**src/design/stdm_pkg.sv**
```systemverilog
`default_nettype none
package stdm_pkg;

  localparam int WordW  = 16;
  localparam int StampW = 32;
  localparam int SlotW  = 4;
  localparam int CfgIdxW = 2;
  localparam int CfgDatW = 5;

  localparam logic [CfgIdxW-1:0] CfgSubcom = 2'd0;
  localparam logic [CfgIdxW-1:0] CfgSelect = 2'd1;
  localparam logic [CfgIdxW-1:0] CfgCount  = 2'd2;

  localparam logic [SlotW-1:0]   IdxMask    = 4'hf;
  localparam logic [4:0]         SelAll     = 5'h1f;
  localparam logic [4:0]         CountReset = 5'd16;

  typedef enum logic [3:0] {
    StIdle = 4'b0001,
    StPrep = 4'b0010,
    StEmit = 4'b0100,
    StUpd  = 4'b1000
  } state_t;

  typedef struct packed {
    logic capture;
    logic start_run;
    logic in_run;
    logic emit_load;
    logic update;
  } cmd_t;

  typedef struct packed {
    logic emit;
    logic run_last;
    logic out_free;
  } sts_t;

endpackage
`default_nettype wire

```
**src/design/stdm_if.sv**
```systemverilog
`default_nettype none
interface stdm_in_if;
  logic        valid;
  logic        ready;
  logic [15:0] word;
  logic [31:0] stamp;
  modport source (output valid, output word, output stamp, input ready);
  modport sink   (input valid, input word, input stamp, output ready);
endinterface

interface stdm_out_if;
  logic        valid;
  logic        ready;
  logic [31:0] out_stamp;
  logic [3:0]  slot;
  logic [15:0] value;
  logic        last;
  modport source (output valid, output out_stamp, output slot, output value, output last,
                  input ready);
  modport sink   (input valid, input out_stamp, input slot, input value, input last,
                  output ready);
endinterface

interface stdm_cfg_if;
  logic       valid;
  logic       ready;
  logic [1:0] index;
  logic [4:0] data;
  modport source (output valid, output index, output data, input ready);
  modport sink   (input valid, input index, input data, output ready);
endinterface
`default_nettype wire

```
**src/design/stdm_ram.sv**
```systemverilog
`default_nettype none
module stdm_ram #(
  parameter int WIDTH = 16,
  parameter int DEPTH = 16
) (
  input  wire logic                     clk,
  input  wire logic                     we,
  input  wire logic [$clog2(DEPTH)-1:0] waddr,
  input  wire logic [WIDTH-1:0]         wdata,
  input  wire logic [$clog2(DEPTH)-1:0] raddr,
  output      logic [WIDTH-1:0]         rdata
);

  logic [WIDTH-1:0] mem_r [DEPTH];

  always_ff @(posedge clk) begin
    if (we) begin
      mem_r[waddr] <= wdata;
    end
    rdata <= mem_r[raddr];
  end

endmodule
`default_nettype wire

```
**src/design/stdm_ctrl.sv**
```systemverilog
`default_nettype none
module stdm_ctrl
  import stdm_pkg::*;
(
  input  wire logic clk,
  input  wire logic rst_n,
  input  wire logic in_valid,
  output      logic in_ready,
  input  wire sts_t sts,
  output      cmd_t cmd
);

  state_t state_r, state_nxt;

  always_ff @(posedge clk) begin
    if (!rst_n) begin
      state_r <= StIdle;
    end else begin
      state_r <= state_nxt;
    end
  end

  assign in_ready = (state_r == StIdle);

  always_comb begin
    state_nxt = state_r;
    cmd       = '0;
    unique case (state_r)
      StIdle: begin
        if (in_valid) begin
          cmd.capture = 1'b1;
          state_nxt   = StPrep;
        end
      end
      StPrep: begin
        if (sts.emit) begin
          cmd.start_run = 1'b1;
          state_nxt     = StEmit;
        end else begin
          state_nxt = StUpd;
        end
      end
      StEmit: begin
        cmd.in_run = 1'b1;
        if (sts.out_free) begin
          cmd.emit_load = 1'b1;
          if (sts.run_last) begin
            state_nxt = StUpd;
          end
        end
      end
      StUpd: begin
        cmd.update = 1'b1;
        state_nxt  = StIdle;
      end
      default: begin
        state_nxt = StIdle;
      end
    endcase
  end

endmodule
`default_nettype wire

```
**src/design/stdm_dpath.sv**
```systemverilog
`default_nettype none
module stdm_dpath
  import stdm_pkg::*;
#(
  parameter int SLOTS       = 16,
  parameter int STAMP_WIDTH = 32
) (
  input  wire logic                clk,
  input  wire logic                rst_n,
  input  wire cmd_t                cmd,
  output      sts_t                sts,
  input  wire logic [WordW-1:0]    in_word,
  input  wire logic [StampW-1:0]   in_stamp,
  input  wire logic                cfg_valid,
  input  wire logic [CfgIdxW-1:0]  cfg_index,
  input  wire logic [CfgDatW-1:0]  cfg_data,
  output      logic                out_valid,
  input  wire logic                out_ready,
  output      logic [StampW-1:0]   out_stamp,
  output      logic [SlotW-1:0]    out_slot,
  output      logic [WordW-1:0]    out_value,
  output      logic                out_last
);

  localparam int AW   = $clog2(SLOTS);
  localparam int Keep = (STAMP_WIDTH < StampW) ? STAMP_WIDTH : StampW;
  localparam logic [SlotW:0]   SlotsW   = (SlotW+1)'(SLOTS);
  localparam logic [SlotW-1:0] LastSlot = SlotW'(SLOTS - 1);

  logic                   subcom_r;
  logic [4:0]             sel_r;
  logic [4:0]             count_r;
  logic [WordW-1:0]       word_r;
  logic [StampW-1:0]      istamp_r;
  logic [STAMP_WIDTH-1:0] cstamp_r;
  logic                   changed_r, changed_nxt;
  logic [SLOTS-1:0]       vld_r;
  logic [SlotW-1:0]       slot_r, slot_nxt;
  logic [AW-1:0]          raddr, rq_r;
  logic [WordW-1:0]       rdata, stored;
  logic                   out_valid_r;

  logic [SlotW-1:0] idx, first_slot, last_slot, cnt_m1;
  logic [WordW-1:0] val;
  logic             starts, emit, idx_ok, sel_ok, do_write, slot_ok;

  always_ff @(posedge clk) begin
    if (!rst_n) begin
      subcom_r <= 1'b1;
      sel_r    <= SelAll;
      count_r  <= CountReset;
    end else if (cfg_valid) begin
      unique case (cfg_index)
        CfgSubcom: subcom_r <= cfg_data[0];
        CfgSelect: sel_r    <= cfg_data;
        CfgCount:  count_r  <= cfg_data;
        default: ;
      endcase
    end
  end

  assign idx    = subcom_r ? (word_r[SlotW-1:0] & IdxMask) : '0;
  assign val    = subcom_r ? {4'b0, word_r[WordW-1:4]} : word_r;
  assign starts = !subcom_r || (idx == '0);
  assign emit   = starts && changed_r && (cstamp_r != '0);
  assign idx_ok = {1'b0, idx} < SlotsW;
  assign sel_ok = (sel_r == SelAll) || (!sel_r[4] && (sel_r[3:0] == idx));

  always_comb begin
    if (count_r == '0) begin
      cnt_m1 = '0;
    end else if (count_r > SlotsW) begin
      cnt_m1 = LastSlot;
    end else begin
      cnt_m1 = SlotW'(count_r - 5'd1);
    end
    if (!subcom_r) begin
      first_slot = '0;
      last_slot  = '0;
    end else if (!sel_r[4]) begin
      first_slot = sel_r[3:0];
      last_slot  = sel_r[3:0];
    end else begin
      first_slot = '0;
      last_slot  = cnt_m1;
    end
  end

  assign stored   = vld_r[rq_r] ? rdata : '0;
  assign do_write = idx_ok && (stored != val) && sel_ok;
  assign slot_ok  = {1'b0, slot_r} < SlotsW;

  always_comb begin
    slot_nxt = slot_r;
    if (cmd.start_run) begin
      slot_nxt = first_slot;
    end else if (cmd.emit_load && (slot_r != last_slot)) begin
      slot_nxt = slot_r + SlotW'(1);
    end
    if (cmd.start_run || (cmd.in_run && !(cmd.emit_load && (slot_r == last_slot)))) begin
      raddr = slot_nxt[AW-1:0];
    end else begin
      raddr = idx[AW-1:0];
    end
  end

  always_comb begin
    changed_nxt = changed_r;
    if (!subcom_r || emit) begin
      changed_nxt = do_write;
    end else if (do_write) begin
      changed_nxt = 1'b1;
    end
  end

  stdm_ram #(
    .WIDTH (WordW),
    .DEPTH (SLOTS)
  ) u_table (
    .clk   (clk),
    .we    (cmd.update && do_write),
    .waddr (idx[AW-1:0]),
    .wdata (val),
    .raddr (raddr),
    .rdata (rdata)
  );

  always_ff @(posedge clk) begin
    if (!rst_n) begin
      vld_r       <= '0;
      changed_r   <= 1'b1;
      cstamp_r    <= '0;
      out_valid_r <= 1'b0;
    end else begin
      if (cmd.update) begin
        changed_r <= changed_nxt;
        if (do_write) begin
          vld_r[idx[AW-1:0]] <= 1'b1;
        end
        if (starts) begin
          cstamp_r <= STAMP_WIDTH'(istamp_r[Keep-1:0]);
        end
      end
      if (cmd.emit_load) begin
        out_valid_r <= 1'b1;
      end else if (out_ready) begin
        out_valid_r <= 1'b0;
      end
    end
  end

  always_ff @(posedge clk) begin
    rq_r   <= raddr;
    slot_r <= slot_nxt;
    if (cmd.capture) begin
      word_r   <= in_word;
      istamp_r <= in_stamp;
    end
    if (cmd.emit_load) begin
      out_stamp <= StampW'(cstamp_r[Keep-1:0]);
      out_slot  <= slot_r;
      out_value <= slot_ok ? stored : '0;
      out_last  <= (slot_r == last_slot);
    end
  end

  assign out_valid    = out_valid_r;
  assign sts.emit     = emit;
  assign sts.run_last = (slot_r == last_slot);
  assign sts.out_free = !out_valid_r || out_ready;

endmodule
`default_nettype wire

```
**src/design/subcom_telemetry_demux.sv**
```systemverilog
// channel  dir  handshake      payload
// in_ch    in   valid/ready    word[15:0], stamp[31:0]
// out_ch   out  valid/ready    out_stamp[31:0], slot[3:0], value[15:0], last
// cfg_ch   in   valid/ready=1  index[1:0], data[4:0]
//
// An item releases n results (0, 1 or up to SLOTS); the slot table RAM is
// read one slot a cycle through its single read port while out_ch is not
// stalled, then read and written once for the update.
// Reset (rst_n low, synchronous) clears the table valid bits and the cycle
// stamp, sets the change flag, and loads the register defaults.
// A stall on out_ch holds the run; in_ch is taken again only once the item
// has finished, while its last result may still be waiting.
`default_nettype none
module subcom_telemetry_demux
  import stdm_pkg::*;
#(
  parameter int SLOTS       = 16,
  parameter int STAMP_WIDTH = 32
) (
  input wire logic  clk,
  input wire logic  rst_n,
  stdm_in_if.sink   in_ch,
  stdm_out_if.source out_ch,
  stdm_cfg_if.sink  cfg_ch
);

  cmd_t cmd;
  sts_t sts;

  assign cfg_ch.ready = 1'b1;

  stdm_ctrl u_ctrl (
    .clk      (clk),
    .rst_n    (rst_n),
    .in_valid (in_ch.valid),
    .in_ready (in_ch.ready),
    .sts      (sts),
    .cmd      (cmd)
  );

  stdm_dpath #(
    .SLOTS       (SLOTS),
    .STAMP_WIDTH (STAMP_WIDTH)
  ) u_dpath (
    .clk       (clk),
    .rst_n     (rst_n),
    .cmd       (cmd),
    .sts       (sts),
    .in_word   (in_ch.word),
    .in_stamp  (in_ch.stamp),
    .cfg_valid (cfg_ch.valid),
    .cfg_index (cfg_ch.index),
    .cfg_data  (cfg_ch.data),
    .out_valid (out_ch.valid),
    .out_ready (out_ch.ready),
    .out_stamp (out_ch.out_stamp),
    .out_slot  (out_ch.slot),
    .out_value (out_ch.value),
    .out_last  (out_ch.last)
  );

endmodule
`default_nettype wire

```
**src/flat_wrapper.sv**
```systemverilog
// flat-port wrapper written by rule: the top's interface ports become plain ports
module subcom_telemetry_demux_flat import stdm_pkg::*;
#(
  parameter int SLOTS       = 16,
  parameter int STAMP_WIDTH = 32
)
  (clk, rst_n, in_ch_valid, in_ch_word, in_ch_stamp, in_ch_ready, out_ch_valid, out_ch_out_stamp, out_ch_slot, out_ch_value, out_ch_last, out_ch_ready, cfg_ch_valid, cfg_ch_index, cfg_ch_data, cfg_ch_ready);
  stdm_in_if in_ch_i ();
  stdm_out_if out_ch_i ();
  stdm_cfg_if cfg_ch_i ();
  input wire logic clk;
  input wire logic rst_n;
  input wire logic [$bits(in_ch_i.valid)-1:0] in_ch_valid;
  input wire logic [$bits(in_ch_i.word)-1:0] in_ch_word;
  input wire logic [$bits(in_ch_i.stamp)-1:0] in_ch_stamp;
  output wire logic [$bits(in_ch_i.ready)-1:0] in_ch_ready;
  output wire logic [$bits(out_ch_i.valid)-1:0] out_ch_valid;
  output wire logic [$bits(out_ch_i.out_stamp)-1:0] out_ch_out_stamp;
  output wire logic [$bits(out_ch_i.slot)-1:0] out_ch_slot;
  output wire logic [$bits(out_ch_i.value)-1:0] out_ch_value;
  output wire logic [$bits(out_ch_i.last)-1:0] out_ch_last;
  input wire logic [$bits(out_ch_i.ready)-1:0] out_ch_ready;
  input wire logic [$bits(cfg_ch_i.valid)-1:0] cfg_ch_valid;
  input wire logic [$bits(cfg_ch_i.index)-1:0] cfg_ch_index;
  input wire logic [$bits(cfg_ch_i.data)-1:0] cfg_ch_data;
  output wire logic [$bits(cfg_ch_i.ready)-1:0] cfg_ch_ready;
  assign in_ch_i.valid = in_ch_valid;
  assign in_ch_i.word = in_ch_word;
  assign in_ch_i.stamp = in_ch_stamp;
  assign in_ch_ready = in_ch_i.ready;
  assign out_ch_valid = out_ch_i.valid;
  assign out_ch_out_stamp = out_ch_i.out_stamp;
  assign out_ch_slot = out_ch_i.slot;
  assign out_ch_value = out_ch_i.value;
  assign out_ch_last = out_ch_i.last;
  assign out_ch_i.ready = out_ch_ready;
  assign cfg_ch_i.valid = cfg_ch_valid;
  assign cfg_ch_i.index = cfg_ch_index;
  assign cfg_ch_i.data = cfg_ch_data;
  assign cfg_ch_ready = cfg_ch_i.ready;
  subcom_telemetry_demux #(.SLOTS(SLOTS), .STAMP_WIDTH(STAMP_WIDTH)) u_core (.clk(clk), .rst_n(rst_n), .in_ch(in_ch_i), .out_ch(out_ch_i), .cfg_ch(cfg_ch_i));
endmodule
```
**config.mk**
```make
export PLATFORM = sky130hd
export DESIGN_NAME = subcom_telemetry_demux_flat
export DESIGN_NICKNAME = d
export VERILOG_FILES = /design/src/design/stdm_pkg.sv /design/src/design/stdm_if.sv /design/src/design/stdm_ram.sv /design/src/design/stdm_ctrl.sv /design/src/design/stdm_dpath.sv /design/src/design/subcom_telemetry_demux.sv /design/src/flat_wrapper.sv
export SDC_FILE = /design/constraint.sdc
export NUM_CORES = 1
export LEC_CHECK = 0
export ABC_AREA = 1
export BUFFER_PORTS_ARGS = -buffer_cell sky130_fd_sc_hd__buf_2
export CORE_UTILIZATION = 50
export CTS_BUF_LIST = sky130_fd_sc_hd__clkbuf_2 sky130_fd_sc_hd__clkbuf_4 sky130_fd_sc_hd__clkbuf_8
export DETAILED_ROUTE_END_ITERATION = 12
export PLACE_DENSITY = 0.72
export SETUP_SLACK_MARGIN = 0.15
export SLEW_MARGIN = 20
export SYNTH_ARGS = -nofsm -noshare
export SYNTH_HDL_FRONTEND = slang
export SYNTH_SLANG_ARGS = --single-unit
```
**constraint.sdc**
```tcl
create_clock -name clk -period 11.8 [get_ports clk]
set_input_delay 0.59 -clock clk [delete_from_list [all_inputs] [get_ports clk]]
set_output_delay 0.59 -clock clk [all_outputs]
set_load 0.005 [all_outputs]
```
==> flow_metrics.py <==
metrics = {
    "setup_path": {
        "critPathLaunchType": "flip-flop",
        "timing.setup.critical_path_class": "reg -> reg",
        "worst-path-max-fanout": 106,
        "cp-end-kind": "flip-flop",
        "required_time_at_the_worst_slack_endpoint_ns": 12.32,
        "cp.arrival_ns": 5.25,
    },
    "timing": {
        "report.final.hold_viol_count": 0,
        "min_period_ns": 4.74,
        "setup_tns_ns": 0,
        "timing.fmax_ghz": 0.211,
        "timing.final.max_slew_violations": 0,
        "layout_setup_ws_ns": 7.06,
        "slew_headroom_pct": 26.2,
        "transition_at_the_pin_with_the_smallest_max_transition_slack_ns": 1.11,
        "finalClockSkew_ns": 0.0291,
        "grt_setup_unrepaired": "false",
        "timing.final.setup_violations": 0,
        "post-route-period-util_pct": 40.1,
    },
    "final_layout": {
        "multi_input_area_um2": 4420,
        "final-seq-area_um2": 12500,
        "layout.nets": 1917,
        "total_of_fill_cells_in_the_finished_design": 2899,
        "post_route_cells_drive_above_1_share_pct": 14.8,
        "layout-area-overhead-vs-synth_pct": 13.5,
        "post-route-cell-area_um2": 20900,
    },
    "cts": {
        "number_of_buffers_added_by_the_clock_tree_synthesis_step": 73,
        "cts-root-to-sink-buffers": 3,
        "cts_max_level": 3,
        "ctsResizeCount": 0,
        "cts_setup_buffers": 0,
        "cts_tree": "yes",
        "clock-root-buffer": "sky130_fd_sc_hd__clkbuf_8",
        "clock_sinks": 446,
        "clock_insertion_delay_worst_skew_ns": 0.63,
        "clkSlewWorstSetupHoldPaths_ns": 0.06,
        "cts_hold_buf": 0,
    },
    "yosys": {
        "area_leader_netlist": "sky130_fd_sc_hd__edfxtp_1",
        "synth_enable_flop_cells": 357,
        "yosysUniqueCellTypes": 32,
        "synth-compound-area-share_pct": 3.13,
        "post_synth_most_frequent_cells": "sky130_fd_sc_hd__edfxtp_1, sky130_fd_sc_hd__nand3_1, sky130_fd_sc_hd__inv_1",
        "syn_nets": 1793,
        "syn_area_per_cell_um2": 10.7,
        "synth-seq-area-share_pct": 67.8,
        "synth_top_family_by_area": "simple AND/OR/NAND/NOR gates",
        "synthSimpleGateAreaFrac_pct": 19.7,
        "synth_top_area_share_pct": 58.1,
        "synth_xor_xnor_area_share_pct": 0.713,
        "syn_inst": 1731,
        "synth.ff_latch_count": 446,
        "yosysWarningCount": 0,
        "asyncSetResetFlopFracSynth_pct": 0,
        "post_synth_instance_area_um2": 18400,
        "yosys-mux-area-fraction_pct": 0,
        "synth-main-ff-cell": "sky130_fd_sc_hd__edfxtp_1",
        "yosys-top-cells-area": "sky130_fd_sc_hd__edfxtp_1, sky130_fd_sc_hd__dfxtp_1, sky130_fd_sc_hd__nand3_1, sky130_fd_sc_hd__inv_1, sky130_fd_sc_hd__nand2_1",
        "post-synth-top-count-cell": "sky130_fd_sc_hd__edfxtp_1",
        "synth_adder_area_share_pct": 0.136,
    },
    "place": {
        "place.detailed.hpwl_um": 24600,
        "preCtsSetupSlack_ns": 6.91,
        "globalplace.congestion": 0.874,
        "dpl_cell_area_um2": 19400,
        "numPortBuffers": 114,
    },
    "drt": {
        "first_iter_violations": 1210,
        "route.detailed.wl_per_inst_um": 18.4,
        "route.detailed.drc": 0,
        "vias_per_cell": 5.35,
        "dr.pass1.iters": 6,
        "wl_um": 43700,
        "wl_met2_um": 20600,
        "route.met3.wl_um": 4330,
        "highest-signal-layer": "met5",
        "via_count": 12700,
        "wirelength_met1_um": 17400,
        "postRouteAntennaNets": 0,
    },
    "floorplan": {
        "core_region_area_um2": 35900,
        "fp-row-count": 69,
        "num_io_pins": 116,
        "die_w_um": 194,
        "die_height_um": 194,
        "starting_density_of_the_core_pct": 51.3,
        "die_area_um2": 37600,
    },
    "grt": {
        "initial_antenna_violation_count": 6,
        "via_count_of_the_first_global_routing_pass": 12200,
        "grt_start_max_net_pins": 107,
        "first_pass_grt_wire_length_um": 66900,
        "groute.usage.overall_pct": 23.2,
        "grt-ovfl-total": 0,
    },
    "min_path": {
        "worst_hold_path_type": "in -> reg",
    },
    "power_and_ir_drop": {
        "max_ir_drop_vdd_mv": 0.103,
        "power.leakage_nw": 8.82,
        "powerDensity_nw_per_um2": 163,
    },
    "job": {
        "timing.max_cap.violations": 0,
    },
    "outcome": {
        "run_status": "complete, no violations",
    },
}
state kept, by name, summed over array words and instances (netlist names), 5 cells and up:
signal and cells:
u_core.u_dpath.u_table.mem_r 256, u_core.u_dpath.cstamp_r 32, u_core.u_dpath.istamp_r 32, u_core.u_dpath.out_stamp 32, u_core.u_dpath.out_value 16, u_core.u_dpath.u_table.rdata 16
u_core.u_dpath.vld_r 16, u_core.u_dpath.word_r 16, u_core.u_dpath.count_r 5, u_core.u_dpath.sel_r 5
cell type report:
class	instances	share of cell area (%)
flip-flops and latches	446	59.8
inverters	306	5.49
well taps	461	2.76
repair buffers	133	3.43
diodes	3	0.0359
clock buffers	111	6.53
multi-input cells	895	21.1
clock inverters	21	0.849
report_power, final:
part           total (W)  internal [W]  switching [W]
registers        0.00176       0.00174      0.0000177
logic           0.000253     0.0000741       0.000179
clock network    0.00141      0.000787       0.000621
total            0.00342       0.00260       0.000817
cells by family after synthesis:
| family | Yosys count |
|---|---|
| and+or+nand+nor | 775 |
| adders and majority gates | 2 |
| buffers and inverters | 390 |
| DFF | 446 |
| AOI/OAI and AO/OA | 102 |
| xor gates and xnor gates | 15 |
| other | 1 |
layer usage:
layer | up-vias | global-route usage (%)
met5 | - | 0
met4 | 8 | 9.70
met3 | 102 | 5.55
met2 | 596 | 37.0
met1 | 5962 | 30.5
li1 | 6041 | -
final timing paths:
kind / startpoint / depth (start not counted) / slack, ns / end
worst max-delay path: u_core.u_dpath.subcom_r / 22 / 7.06 / u_core.u_dpath.u_table.rdata[4]
worst min-delay path: in_ch_word[5] / 1 / 0.14 / u_core.u_dpath.word_r[5]
worst max register to register: u_core.u_dpath.subcom_r / 22 / 7.06 / u_core.u_dpath.u_table.rdata[4]
worst min register to register: u_core.u_dpath.vld_r[12] / 2 / 0.45 / u_core.u_dpath.vld_r[12]
through the flow:
stage | hold WS, ns | power, W | std cells | util (%)
after floorplan | 0.427 | 0.00196 | 1731 | -
after global routing | 0.109 | 0.00352 | 2375 | 58.2
after global placement | 0.436 | 0.00203 | 2241 | 53.9
after CTS | 0.103 | 0.00343 | 2373 | 58.2
after detailed placement | 0.441 | 0.00204 | 2241 | 53.9
final | 0.138 | 0.00342 | 2376 | 58.2
worst max-delay path, cell delays in order (launching register included):
cell and delay, ns:
sky130_fd_sc_hd__dfxtp_1 0.78, sky130_fd_sc_hd__inv_2 0.28, sky130_fd_sc_hd__nor2_4 0.18, sky130_fd_sc_hd__inv_2 0.07, sky130_fd_sc_hd__nor2_2 0.12, sky130_fd_sc_hd__inv_2 0.05
sky130_fd_sc_hd__nand2_1 0.06, sky130_fd_sc_hd__nand2_1 0.04, sky130_fd_sc_hd__nand2_1 0.06, sky130_fd_sc_hd__inv_1 0.04, sky130_fd_sc_hd__nor2_2 0.08, sky130_fd_sc_hd__nand2_2 0.11
sky130_fd_sc_hd__nand2_1 0.13, sky130_fd_sc_hd__nand2_1 0.06, sky130_fd_sc_hd__nand3_1 0.13, sky130_fd_sc_hd__nand3_4 0.57, sky130_fd_sc_hd__nand2_4 0.52, sky130_fd_sc_hd__buf_6 0.66
sky130_fd_sc_hd__nand2_1 0.12, sky130_fd_sc_hd__nand3_1 0.11, sky130_fd_sc_hd__nand3_1 0.11, sky130_fd_sc_hd__nand3_1 0.17, sky130_fd_sc_hd__nand2_1 0.06
layout by cell type (no fill, tap or decap), drive strengths merged:
cell / n
clkinv: 15
conb: 1
dfxtp: 89
nand3: 308
nor4: 10
a21oi: 29
o311ai: 1
nand3b: 66
nand4: 9
a21boi: 2
edfxtp: 357
inv: 307
xor2: 10
o31ai: 1
diode: 3
nor3: 7
buf: 133
bufinv: 2
ha: 2
or2: 1
xnor2: 5
clkbuf: 111
nor2: 100
o211ai: 13
clkinvlp: 3
nand2: 274
a41oi: 1
o21ai: 54
o2111ai: 1
(Power assumes the default switching activity.)
